## config.mk

```make
export PLATFORM = sky130hd
export DESIGN_NAME = box_average_1d_interleaved_core
export DESIGN_NICKNAME = d
export VERILOG_FILES = /design/src/design/bxavg_pkg.sv /design/src/design/bxavg_cell.sv /design/src/design/box_average_1d_interleaved_core.sv
export SDC_FILE = /design/constraint.sdc
export NUM_CORES = 2
export LEC_CHECK = 0
export BUFFER_PORTS_ARGS = -buffer_cell sky130_fd_sc_hd__buf_2
export CORE_MARGIN = 2
export CORE_UTILIZATION = 30
export DETAILED_ROUTE_END_ITERATION = 10
export SETUP_SLACK_MARGIN = 0.05
export SLEW_MARGIN = 20
export SYNTH_ARGS = -nofsm -noshare
export SYNTH_HDL_FRONTEND = slang
export SYNTH_HIERARCHICAL = 1
export SYNTH_SLANG_ARGS = --single-unit
```

## constraint.sdc

```tcl
create_clock -name clk -period 8.98 [get_ports clk]
set_input_delay 0.898 -clock clk [delete_from_list [all_inputs] [get_ports clk]]
set_output_delay 0.898 -clock clk [all_outputs]
set_load 0.03 [all_outputs]
```

## src/design/bxavg_pkg.sv

```systemverilog
// ----------------------------------------------------------------------------
// bxavg_pkg
// Shared types and constants of the interleaved 1-D box average block.
// ----------------------------------------------------------------------------
package bxavg_pkg;

  localparam int SAMPLE_W   = 8;
  localparam int RADIUS_W   = 4;
  localparam int CHCNT_W    = 3;
  localparam int FILL_W     = 7;
  localparam int CFG_IDX_W  = 2;
  localparam int CFG_DATA_W = 4;

  localparam logic [CFG_IDX_W-1:0] REG_RADIUS   = 2'd0;
  localparam logic [CFG_IDX_W-1:0] REG_CHANNELS = 2'd1;

  localparam logic [RADIUS_W-1:0] RADIUS_RST = 4'd1;
  localparam logic [CHCNT_W-1:0]  CHCNT_RST  = 3'd3;
  localparam logic [FILL_W-1:0]   FILL_MAX   = 7'd127;

  // control shared by every cell of the delay chain
  typedef struct packed {
    logic shift;  // an item is accepted, chain moves one step
    logic flush;  // line start: everything behind the load point reads zero
    logic clear;  // register write: wipe the whole chain
  } cell_ctrl_t;

endpackage

```

## src/design/bxavg_cell.sv

```systemverilog
// ----------------------------------------------------------------------------
// bxavg_cell
// One sample cell of the delay chain: loads the new item, takes its upper
// neighbor's sample, or reads zero on a clear or a flush; else it holds.
// ----------------------------------------------------------------------------
module bxavg_cell (
  input  logic                              clk,
  input  logic                              rst_n,
  input  bxavg_pkg::cell_ctrl_t             ctrl,
  input  logic                              load,
  input  logic [bxavg_pkg::SAMPLE_W-1:0]    din,
  input  logic [bxavg_pkg::SAMPLE_W-1:0]    up,
  output logic [bxavg_pkg::SAMPLE_W-1:0]    q
);

  logic [bxavg_pkg::SAMPLE_W-1:0] q_r;
  logic [bxavg_pkg::SAMPLE_W-1:0] q_nxt;

  always_comb begin
    q_nxt = q_r;
    if (ctrl.clear) begin
      q_nxt = '0;
    end else if (ctrl.shift) begin
      if (load) begin
        q_nxt = din;
      end else if (ctrl.flush) begin
        q_nxt = '0;
      end else begin
        q_nxt = up;
      end
    end
  end

  always_ff @(posedge clk) begin
    if (!rst_n) begin
      q_r <= '0;
    end else begin
      q_r <= q_nxt;
    end
  end

  assign q = q_r;

endmodule

```

## src/design/box_average_1d_interleaved_core.sv

```systemverilog
// ----------------------------------------------------------------------------
// box_average_1d_interleaved_core
// Running box average over interleaved channel samples, one delay chain
// shared by all channels, running sum per channel, reciprocal multiply.
// ----------------------------------------------------------------------------
// pipeline: an accepted item passes the sum stage register, then the multiply stage result register, to out_tvalid
// throughput: 1 item per cycle while out_tready allows; the chain shifts and one channel sum updates
//   on every accepted item, so back-to-back items of the same channel are fine
// reset: synchronous, clears chain, sums, fill count, channel index and
//   pipeline; radius=1, channel_count=3. no clearing pass is needed
module box_average_1d_interleaved_core #(
  parameter int MAX_RADIUS   = 15,
  parameter int MAX_CHANNELS = 4
) (
  input  logic                                clk,
  input  logic                                rst_n,
  // input items
  input  logic                                in_tvalid,
  output logic                                in_tready,
  input  logic [7:0]                          in_tdata,  // [7:0] sample
  input  logic [0:0]                          in_tuser,  // [0] line_start
  // result items
  output logic                                out_tvalid,
  input  logic                                out_tready,
  output logic [7:0]                          out_tdata, // [7:0] average
  output logic [0:0]                          out_tuser, // [0] window_full
  // register writes
  input  logic                                cfg_valid,
  output logic                                cfg_ready,
  input  logic [bxavg_pkg::CFG_IDX_W-1:0]     cfg_index,
  input  logic [bxavg_pkg::CFG_DATA_W-1:0]    cfg_data
);

  localparam int SW       = bxavg_pkg::SAMPLE_W;
  localparam int RAD_CAP  = (MAX_RADIUS > 15) ? 15 : MAX_RADIUS;
  localparam int CH_CAP   = (MAX_CHANNELS > 7) ? 7 : MAX_CHANNELS;
  localparam int TAPS_CAP = 2 * RAD_CAP + 1;
  localparam int TAPS_W   = $clog2(TAPS_CAP + 1);
  localparam int SUM_W    = SW + TAPS_W;
  localparam int K        = SUM_W + TAPS_W;
  localparam int RCP_W    = K + 1;
  localparam int PROD_W   = SUM_W + RCP_W;
  localparam int NCELL    = TAPS_CAP * CH_CAP;
  localparam int LEN_W    = $clog2(NCELL + 1);
  localparam int RI_W     = $clog2(RAD_CAP + 1);
  localparam int CH_W     = (CH_CAP > 1) ? $clog2(CH_CAP) : 1;
  localparam int CC_W     = bxavg_pkg::CHCNT_W + 1;

  // configuration
  logic [bxavg_pkg::RADIUS_W-1:0] radius_r;
  logic [bxavg_pkg::CHCNT_W-1:0]  chcnt_r;
  logic                           cfg_we;

  assign cfg_ready = 1'b1;
  assign cfg_we = cfg_valid && (cfg_index == bxavg_pkg::REG_RADIUS ||
                                cfg_index == bxavg_pkg::REG_CHANNELS);

  always_ff @(posedge clk) begin
    if (!rst_n) begin
      radius_r <= bxavg_pkg::RADIUS_RST;
      chcnt_r  <= bxavg_pkg::CHCNT_RST;
    end else if (cfg_valid) begin
      if (cfg_index == bxavg_pkg::REG_RADIUS) begin
        radius_r <= cfg_data[bxavg_pkg::RADIUS_W-1:0];
      end
      if (cfg_index == bxavg_pkg::REG_CHANNELS) begin
        chcnt_r <= cfg_data[bxavg_pkg::CHCNT_W-1:0];
      end
    end
  end

  logic [bxavg_pkg::RADIUS_W-1:0] eff_rad;
  logic [TAPS_W-1:0]              taps;
  logic [bxavg_pkg::CHCNT_W-1:0]  chans;
  logic [LEN_W-1:0]               len;
  logic [LEN_W-1:0]               len_m1;

  always_comb begin
    eff_rad = (radius_r > bxavg_pkg::RADIUS_W'(RAD_CAP)) ?
              bxavg_pkg::RADIUS_W'(RAD_CAP) : radius_r;
    taps    = TAPS_W'({eff_rad, 1'b1});
    if (chcnt_r == '0) begin
      chans = bxavg_pkg::CHCNT_W'(1);
    end else if (chcnt_r > bxavg_pkg::CHCNT_W'(CH_CAP)) begin
      chans = bxavg_pkg::CHCNT_W'(CH_CAP);
    end else begin
      chans = chcnt_r;
    end
    // the chain is as long as one window of every channel
    len    = LEN_W'(int'(taps) * int'(chans));
    len_m1 = len - LEN_W'(1);
  end

  // exact floor division by the odd tap count: ceil(2^K / taps)
  logic [RCP_W-1:0] recip_tab [RAD_CAP+1];
  for (genvar r = 0; r <= RAD_CAP; r++) begin : g_rcp
    localparam longint RV = ((64'd1 << K) + 2 * r) / (2 * r + 1);
    assign recip_tab[r] = RCP_W'(RV);
  end

  logic [RCP_W-1:0] recip;
  assign recip = recip_tab[eff_rad[RI_W-1:0]];

  // handshake
  logic s1_valid_r;
  logic out_valid_r;
  logic out_space;
  logic acc;

  assign out_space = !out_valid_r || out_tready;
  assign in_tready = !s1_valid_r || out_space;
  assign acc       = in_tvalid && in_tready;

  // delay chain
  logic                   ls;
  bxavg_pkg::cell_ctrl_t  ctrl;
  logic [SW-1:0]          cell_q [NCELL];

  assign ls         = in_tuser[0];
  assign ctrl.shift = acc;
  assign ctrl.flush = ls;
  assign ctrl.clear = cfg_we;

  for (genvar i = 0; i < NCELL; i++) begin : g_cell
    logic [SW-1:0] up;
    logic          load;
    if (i == NCELL - 1) begin : g_top
      assign up = '0;
    end else begin : g_mid
      assign up = cell_q[i+1];
    end
    // new item enters at the far end of the active chain
    assign load = (int'(len_m1) == i);
    bxavg_cell u_cell (
      .clk   (clk),
      .rst_n (rst_n),
      .ctrl  (ctrl),
      .load  (load),
      .din   (in_tdata),
      .up    (up),
      .q     (cell_q[i])
    );
  end

  // channel sums and line state
  logic [SUM_W-1:0]              sum_r [CH_CAP];
  logic [CH_W-1:0]               idx_r;
  logic [bxavg_pkg::FILL_W-1:0]  fill_r;

  logic [CH_W-1:0]               idx_base;
  logic [bxavg_pkg::FILL_W-1:0]  fill_base;
  logic [SUM_W-1:0]              sum_base;
  logic [SW-1:0]                 old;
  logic [SUM_W-1:0]              cur_sum;
  logic                          full;
  logic                          wrap;
  logic [CH_W-1:0]               idx_nxt;
  logic [bxavg_pkg::FILL_W-1:0]  fill_nxt;

  always_comb begin
    idx_base  = ls ? '0 : idx_r;
    fill_base = ls ? '0 : fill_r;
    sum_base  = ls ? '0 : sum_r[idx_base];
    old       = ls ? '0 : cell_q[0];
    cur_sum   = SUM_W'({1'b0, sum_base} + (SUM_W+1)'(in_tdata) - (SUM_W+1)'(old));
    full      = ((SW)'(fill_base) + SW'(1)) >= SW'(taps);
    wrap      = (CC_W'(idx_base) + CC_W'(1)) == CC_W'(chans);
    idx_nxt   = wrap ? '0 : idx_base + CH_W'(1);
    fill_nxt  = fill_base;
    if (wrap && fill_base != bxavg_pkg::FILL_MAX) begin
      fill_nxt = fill_base + bxavg_pkg::FILL_W'(1);
    end
  end

  always_ff @(posedge clk) begin
    if (!rst_n || cfg_we) begin
      idx_r  <= '0;
      fill_r <= '0;
      for (int c = 0; c < CH_CAP; c++) begin
        sum_r[c] <= '0;
      end
    end else if (acc) begin
      idx_r  <= idx_nxt;
      fill_r <= fill_nxt;
      for (int c = 0; c < CH_CAP; c++) begin
        if (CH_W'(c) == idx_base) begin
          sum_r[c] <= cur_sum;
        end else if (ls) begin
          sum_r[c] <= '0;
        end
      end
    end
  end

  // sum stage
  logic [SUM_W-1:0] s1_sum_r;
  logic             s1_full_r;

  always_ff @(posedge clk) begin
    if (!rst_n) begin
      s1_valid_r <= 1'b0;
    end else if (in_tready) begin
      s1_valid_r <= in_tvalid;
    end
  end

  always_ff @(posedge clk) begin
    if (acc) begin
      s1_sum_r  <= cur_sum;
      s1_full_r <= full;
    end
  end

  // multiply stage, result register
  logic [PROD_W-1:0] prod;
  logic [SW-1:0]     out_avg_r;
  logic              out_full_r;

  assign prod = PROD_W'(s1_sum_r) * PROD_W'(recip);

  always_ff @(posedge clk) begin
    if (!rst_n) begin
      out_valid_r <= 1'b0;
    end else if (out_space) begin
      out_valid_r <= s1_valid_r;
    end
  end

  always_ff @(posedge clk) begin
    if (out_space && s1_valid_r) begin
      out_avg_r  <= prod[K +: SW];
      out_full_r <= s1_full_r;
    end
  end

  assign out_tvalid   = out_valid_r;
  assign out_tdata    = out_avg_r;
  assign out_tuser[0] = out_full_r;

  // checks
  a_idx_range: assert property (@(posedge clk) disable iff (!rst_n)
    CC_W'(idx_r) < CC_W'(chans))
    else $error("channel index beyond channel count");

  a_line_fill: assert property (@(posedge clk) disable iff (!rst_n)
    (acc && ls && !cfg_we) |=> (fill_r <= bxavg_pkg::FILL_W'(1)))
    else $error("fill count not restarted at line start");

  a_sum_bound: assert property (@(posedge clk) disable iff (!rst_n)
    s1_valid_r |-> (32'(s1_sum_r) <= 32'(taps) * 32'd255))
    else $error("window sum exceeds taps times full scale");

endmodule

```

## Word level (Yosys, flattened, before mapping)

Memory sizes are Yosys's and may differ from the RTL's.
Cells that the tools add are included.

- Bits in registers: 1033
- RAM bits: 52
- ROM bits: 304
- Bits of input ports: 20
- Output and inout bits: 12
- Word-level logic and storage cells: 607
- Memories: 2

- Add/subtract/negate cells: 7
- Multipliers: 2
- Order comparisons: 4
- Equality and inequality tests: 129
- Mux-type cells: 301
- Bitwise operators: 10
- Reduce and logical (&&, ||, !) cells: 18

Memories:

| memory | depth | width | read ports | clocked after Yosys merged registers in | write ports | line | source |
|---|---|---|---|---|---|---|---|
| (name not given) | 16 | 19 | 1 | 0 | 0 | box_average_1d_interleaved_core.sv:102 | `assign recip = recip_tab[eff_rad[RI_W-1:0]];` |
| sum_r | 4 | 13 | 1 | 0 | 4 | box_average_1d_interleaved_core.sv:146 | `logic [SUM_W-1:0] sum_r [CH_CAP];` |

Operators by type and width:

| kind | count |
|---|---|
| 8-bit two-way mux | 248 |
| 7-bit == test, second input constant | 64 |
| 7-bit by 6-bit == test with 1-bit output, second input constant | 32 |
| 13-bit two-way mux | 9 |
| 7-bit by 5-bit == test with 1-bit output, second input constant | 16 |
| 7-bit by 4-bit == test with 1-bit output, second input constant | 8 |
| 19-bit two-way mux | 2 |
| 1-bit two-way mux | 35 |
| 13-bit by 19-bit multiplier with 26-bit output | 1 |
| 7-bit by 3-bit == test with 1-bit output, second input constant | 2 |
| 7-bit two-way mux | 2 |
| 13-bit by 8-bit adder with 13-bit output | 1 |
| 13-bit by 8-bit subtractor with 13-bit output | 1 |
| 7-bit by 1-bit adder with 8-bit output, second input constant | 1 |
| 8-bit by 5-bit greater-or-equal comparator with 1-bit output | 1 |
| 1-bit OR | 8 |
| 7-bit by 1-bit adder with 7-bit output, second input constant | 1 |
| 7-bit by 2-bit == test with 1-bit output, second input constant | 1 |
| 7-bit zero test | 1 |
| 5-bit by 3-bit multiplier with 7-bit output | 1 |
| 7-bit inequality test, second input constant | 1 |
| 7-bit by 1-bit subtractor with 7-bit output, second input constant | 1 |
| 3-bit two-way mux | 2 |
| 5-bit greater-or-equal comparator, second input constant | 1 |
| 19 further kinds | 31 |

## Depth between registers and ports, before layout

- Depth after elaboration: 9
- Depth in mapped cells: 26
- Mapped depth without buffers: 25

## Cells and area by module

The synthesis kept the hierarchy.

Modules (own cells, without submodules):

| module | instances | cells each | area an instance (µm²) | sequential area each (µm²) |
|---|---|---|---|---|
| bxavg_cell | 124 | 45 | 405.4 | 160.2 |
| box_average_1d_interleaved_core | 1 | 1496 | 12941.2 | 2612.5 |

## Least setup slack after synthesis

No wires, ideal clock.

- Kind: flip-flop to flip-flop
- Start: reg radius_r[1] in the netlist's numbering
- End: reg out_avg_r[6] (netlist: out_tdata[6]), data pin
- Data arrival time: 6.240 ns
- Path slack: 2.481 ns
- Cell stages (with the launch flop): 25
- Path buffers: 1
- Period minus slack after synthesis: 6.499 ns
- Cell sequence: dfxtp_1 -> inv_1 -> ha_1 -> nor2_1 -> a21oi_1 -> nor2_1 -> a21oi_1 -> clkbuf_1 -> nand2_1 -> fa_1 -> fa_1 -> inv_1 -> fa_1 -> fa_1 -> inv_1 -> fa_1 -> inv_1 -> ha_1 -> and4_1 -> nand3_1 -> or4_1 -> o211ai_2 -> o31a_1 -> a41oi_1 -> xnor2_1

- Longest elaborated chain between the ends: 7

RTL lines:

| item | line | source |
|---|---|---|
| start: declaration | box_average_1d_interleaved_core.sv:50 | `logic [bxavg_pkg::RADIUS_W-1:0] radius_r;` |
| start signal: assignment | box_average_1d_interleaved_core.sv:60 | `radius_r <= bxavg_pkg::RADIUS_RST;` |
| start signal: assignment | box_average_1d_interleaved_core.sv:64 | `radius_r <= cfg_data[bxavg_pkg::RADIUS_W-1:0];` |
| 4-bit > comparator | box_average_1d_interleaved_core.sv:79 | `eff_rad = (radius_r > bxavg_pkg::RADIUS_W'(RAD_CAP)) ?` |
| 4-bit two-way mux (*) | box_average_1d_interleaved_core.sv:79 |  |
| 4-bit NOT with 5-bit output (not written as such) (*) | box_average_1d_interleaved_core.sv:102 |  |
| memory read 16 x 19 bit (*) | - |  |
| 19-bit two-way mux (not written as such) (*) (2 in a row) | box_average_1d_interleaved_core.sv:102 |  |
| 13-bit by 19-bit multiplier with 26-bit output (*) | box_average_1d_interleaved_core.sv:219 | `assign prod = PROD_W'(s1_sum_r) * PROD_W'(recip);` |
| net prod[24] | box_average_1d_interleaved_core.sv:215 | `logic [PROD_W-1:0] prod;` |
| end signal: assignment | box_average_1d_interleaved_core.sv:231 | `out_avg_r <= prod[K +: SW];` |
| end: declaration | box_average_1d_interleaved_core.sv:216 | `logic [SW-1:0] out_avg_r;` |

The timed path passes the listed nets; every way through them passes the cells marked *. The select of a mux whose other input is x is not followed.
A chain may end at the register's enable or synchronous reset.

## Worst setup path after layout

- Start: reg radius_r[2] in the netlist's numbering
- End: reg out_avg_r[6] (netlist: out_tdata[6]), data pin

Same word-level chain as after synthesis.

==> out/results.md <==
| Group | Quantity | This run |
|---|---|---|
| die | Die area | 214000 um2 |
| critical path | Nature of the critical path endpoint | flop |
| critical path | Data arrival time of the critical path | 7.83 ns |
| sta | Setup-violating endpoint count in the final report | 0 |
| synth | Main combinational cell family by area after synthesis | simple AND/OR/NAND/NOR gates |
| clock network | Number of gates given a new drive strength after cts | 0 |
| power and ir drop | Leakage dissipation | 21.5 nW |
| critical path | Crit-path max FO | 26 |
| route | DRC violation count after routing | 0 |
| sta | Total count of max-transition violations in the final report | 0 |
| clock network | Clock net sink count | 1085 |
| route | Per-cell routed wire length | 17.7 um |
| clock network | Clock Path Buffers | 3 |
| sta | Final total negative setup slack | 0 ns |
| place | Pre-CTS setup slack | 1.26 ns |
| clock network | Clock tree from TritonCTS | done |
| synth | Cells after synthesis | 7076 |
| finish | Post-route insts no fill | 9640 |
| critical path | Worst-case register-to-register setup slack | 1.63 ns |
| finish | Final cell area excluding filler cells | 68100 um2 |
| finish | Number of nets at the end of the flow | 7024 |
| die | Core Region | 210000 um2 |
| synth | Compound-gate portion of the synthesized area | 17.5% |
| global route | Via count of the first global-routing pass | 48000 |
| sta | Clock tree skew after final layout | 0.0463 ns |
| sta | Max-slew headroom | 15.2% |
| route | Count of antenna-violating nets left after detailed routing | 0 |
| critical path | Critical Path Max Stage Delay | 0.88 ns |
| route | Wirelength, routed | 170 mm |
| place | Final GP Congestion | 0.813 |
| global route | First-pass GRT wire length | 273 mm |
| place | Post-Place Cell Area | 64000 um2 |
| sta | Final Hold Fails | 0 |
| critical path | Cell breakdown of the critical path | inv_1 -> ha_1 -> nor2_1 -> a21oi_2 -> and2_1 -> fa_1 -> fa_1 -> fa_1 -> fa_1 -> inv_1 -> fa_1 -> inv_1 -> ha_1 -> and4_1 -> nand3_1 -> or4_1 -> o211ai_2 -> o31a_1 -> a41oi_1 -> xnor2_1 |
| flow run | Number of maximum-capacitance constraint violations | 0 |
| synth | Number of synthesis warnings | 6 |
| die | I/O pin cnt | 32 |
| synth | Synthesized area per cell | 8.93 um2 |
| global route | Gr ovfl total | 0 |
| place | Placed Instances | 9416 |
| synth | Ys async rst share | 0% |
| synth | Part of the Yosys area used for sequential elements | 35.6% |
| finish | Layout cells sized above 1 | 8.13% |
| synth | Main area contributors after synthesis | sky130_fd_sc_hd__dfxtp_1 32%, sky130_fd_sc_hd__or3b_1 14%, sky130_fd_sc_hd__a311oi_1 10% |
| critical path | Cell at the slowest stage of the critical path | sky130_fd_sc_hd__dfxtp_1 |
| synth | XOR/XNOR share of the synthesized area | 0.554% |
| clock network | Clock latency on the worst-skew pair | 0.76 ns |
| synth | Number of enable-type register cells in the synthesized netlist | 75 |
| synth | Proportion of synthesized area in mux cells | 0.420% |
| global route | Maximum number of pins on one net before global-route repair | 269 |
| synth | Most used standard cell by instance count after synthesis | sky130_fd_sc_hd__nor2_1 |
| synth | Share of Yosys cell area claimed by the top area cell type | 32.0% |
| power and ir drop | Pwr per Cell Area | 259 nW/um2 |
| die | Width of the die | 463 um |
| place | Post-detail-place hpwl | 100 mm |
| global route | Gr usage total | 15.3% |
| clock network | Number of buffers created by CTS | 115 |
| place | Port-buffer cells | 30 |
| sta | Slew at the pin with the worst max-slew slack | 1.27 ns |
| sta | Post-layout minimum cycle time | 7.35 ns |
| synth | Post-Synth Adder-Cell Area | 7.53% |
| critical path | Element type at the critical path start | flop |
| die | Die Span Y | 463 um |
| sta | RSZ-0062 raised after global routing | no |
| critical path | Worst Path Class, Setup | flop to flop |
| sta | Timing-limited maximum frequency | 136 MHz |
| power and ir drop | Max VDD drop | 0.000499 V |
| sta | Fin crit share | 81.9% |
| clock network | Number of setup buffers added after CTS | 0 |
| synth | Distinct cell type count of the synthesized netlist | 68 |
| route | Total vias in the final route | 50600 |
| global route | Initial antenna violation count | 9 |
| die | Initial Utilization | 30.2% |
| die | Number of core rows | 168 |
| route | First-pass iteration count of the detailed router | 5 |
| synth | Total standard cell area after synthesis | 63200 um2 |
| route | Mean number of vias per cell | 5.25 |
| synth | Post-Synth Simple-Gate Area | 31.2% |
| synth | Largest area contributor in the netlist | sky130_fd_sc_hd__dfxtp_1 |
| finish | Synthesis-to-finish area growth | 7.70% |
| clock network | CTS H-Tree Depth | 3 |
| synth | Post-synthesis sequential element count | 1085 |
| clock network | Library cell used as clock root buffer | sky130_fd_sc_hd__clkbuf_16 |
| min path | HP Class | primary input to flop |
| route | DRT iter0 DRCs | 4118 |
| clock network | Clock transition at the registers of the reported paths | 0.07 ns |
| synth | Most frequent cells after synthesis | 1206 x sky130_fd_sc_hd__nor2_1, 1166 x sky130_fd_sc_hd__nand2_1, 1010 x sky130_fd_sc_hd__dfxtp_1 |
| critical path | Worst endpoint required time | 9.46 ns |
| critical path | Cell occurring most often along the worst timing path | sky130_fd_sc_hd__fa_1 |
| clock network | Quantity of hold-fixing buffers added after cts | 0 |
| status | Outcome | complete, no violations |
| synth | Flip-flop cell with the highest count after synthesis | sky130_fd_sc_hd__dfxtp_1 |
| sta | Slack of the critical path | 1.63 ns |
## logic make-up (layout without fill, tap and decap cells)
group           count (synthesis)  count (layout)
mux                            14              14
simple gates                 3710            3710
xor+xnor                       40              40
flops                        1085            1085
compound gates               1115            1115
other cells                     2              15
buf+inv                       836             582
fa+ha+maj                     274             274
## area by class of cell
| type | instances | area (um2) |
|---|---|---|
| diodes | 6 | 15.0 |
| clock buffers | 175 | 3380 |
| clock inverters | 41 | 587 |
| fillers | 21500 | 141000 |
| inverters | 273 | 1030 |
| multi-input cells | 5162 | 36200 |
| flip-flops and latches | 1085 | 22500 |
| well taps | 2805 | 3510 |
| repair buffers | 93 | 855 |
## path summary, 6_finish.rpt
| check | from | endpoint | cells past startpoint |
|---|---|---|---|
| max | radius_r[2]$_SDFFE_PN0P_ | out_tdata[6]$_DFFE_PP_ | 20 |
| min | cfg_data[3] | radius_r[3]$_SDFFE_PN0P_ | 3 |
| max reg2reg | radius_r[2]$_SDFFE_PN0P_ | out_tdata[6]$_DFFE_PP_ | 20 |
| min reg2reg | g_cell[21].u_cell/q[4]$_SDFFE_PP0P_ | g_cell[21].u_cell/q[4]$_SDFFE_PP0P_ | 2 |
## per-stage QoR
stage / hold WS [ns] / power, mW / util (%)
after CTS: 0.357 / 17.8 / 32.4
after detailed placement: 0.471 / 12.7 / 30.6
after floorplan: 0.400 / 10.9 / -
final: 0.407 / 17.6 / 32.5
after global routing: 0.399 / 19.0 / 32.5
after global placement: 0.467 / 12.5 / 30.6
## critical path, delay by kind of cell, from the launching register on
| kind | cells | cell delay [ns] |
|---|---|---|
| AO/OA/AOI/OAI | 4 | 1.28 |
| XOR/XNOR | 1 | 0.15 |
| adder cells (fa/ha/maj) | 7 | 3.22 |
| buffers and inverters | 3 | 0.39 |
| flip-flops | 1 | 0.88 |
| AND/OR/NAND/NOR | 5 | 1.15 |
## placed cells by master, fill, tap and decap left out, types with 12 or more instances in the layout
master / instances
sky130_fd_sc_hd__bufinv_16: 12
sky130_fd_sc_hd__inv_1: 269
sky130_fd_sc_hd__nor3_1: 12
sky130_fd_sc_hd__and2_1: 103
sky130_fd_sc_hd__edfxtp_1: 75
sky130_fd_sc_hd__clkbuf_1: 33
sky130_fd_sc_hd__a311oi_1: 744
sky130_fd_sc_hd__nor2_1: 1205
sky130_fd_sc_hd__fa_1: 177
sky130_fd_sc_hd__clkbuf_8: 26
sky130_fd_sc_hd__xnor2_1: 28
sky130_fd_sc_hd__nand2b_1: 141
sky130_fd_sc_hd__buf_2: 20
sky130_fd_sc_hd__ha_1: 97
sky130_fd_sc_hd__nor2b_1: 27
sky130_fd_sc_hd__buf_4: 51
sky130_fd_sc_hd__and3_1: 17
sky130_fd_sc_hd__or3b_1: 992
sky130_fd_sc_hd__nand2_1: 1166
sky130_fd_sc_hd__dfxtp_1: 1010
sky130_fd_sc_hd__clkbuf_16: 116
sky130_fd_sc_hd__clkinv_2: 20
sky130_fd_sc_hd__a21oi_1: 35
sky130_fd_sc_hd__a311oi_2: 248
sky130_fd_sc_hd__xor2_1: 12
sky130_fd_sc_hd__o21ai_0: 16
sky130_fd_sc_hd__nand3_1: 26
## power breakdown
group / switching, mW / internal [mW]
combinational: 4.18 / 2.79
sequential: 0.234 / 5.35
clock: 2.10 / 2.94
total: 6.52 / 11.1
## flip-flops by register name (all words and copies together), names as in the netlist
signal and cells:
s1_valid_r 1, g_cell.u_cell/q 992, out_tdata 8, radius_r 4, sum_r 52, out_tuser 1, fill_r 7, idx_r 2
chcnt_r 3, out_tvalid 1, s1_full_r 1, s1_sum_r 13
## routing by layer
layer | up-vias | part of all wire, % | global-route usage [%]
li1 | 24600 | - | -
met1 | 24600 | 48 | 22.0
met2 | 1139 | 44 | 23.9
met3 | 232 | 5.6 | 2.24
met4 | 2 | 2.2 | 3.66
met5 | - | 0.0076 | 0
(Power assumes the default switching activity.)
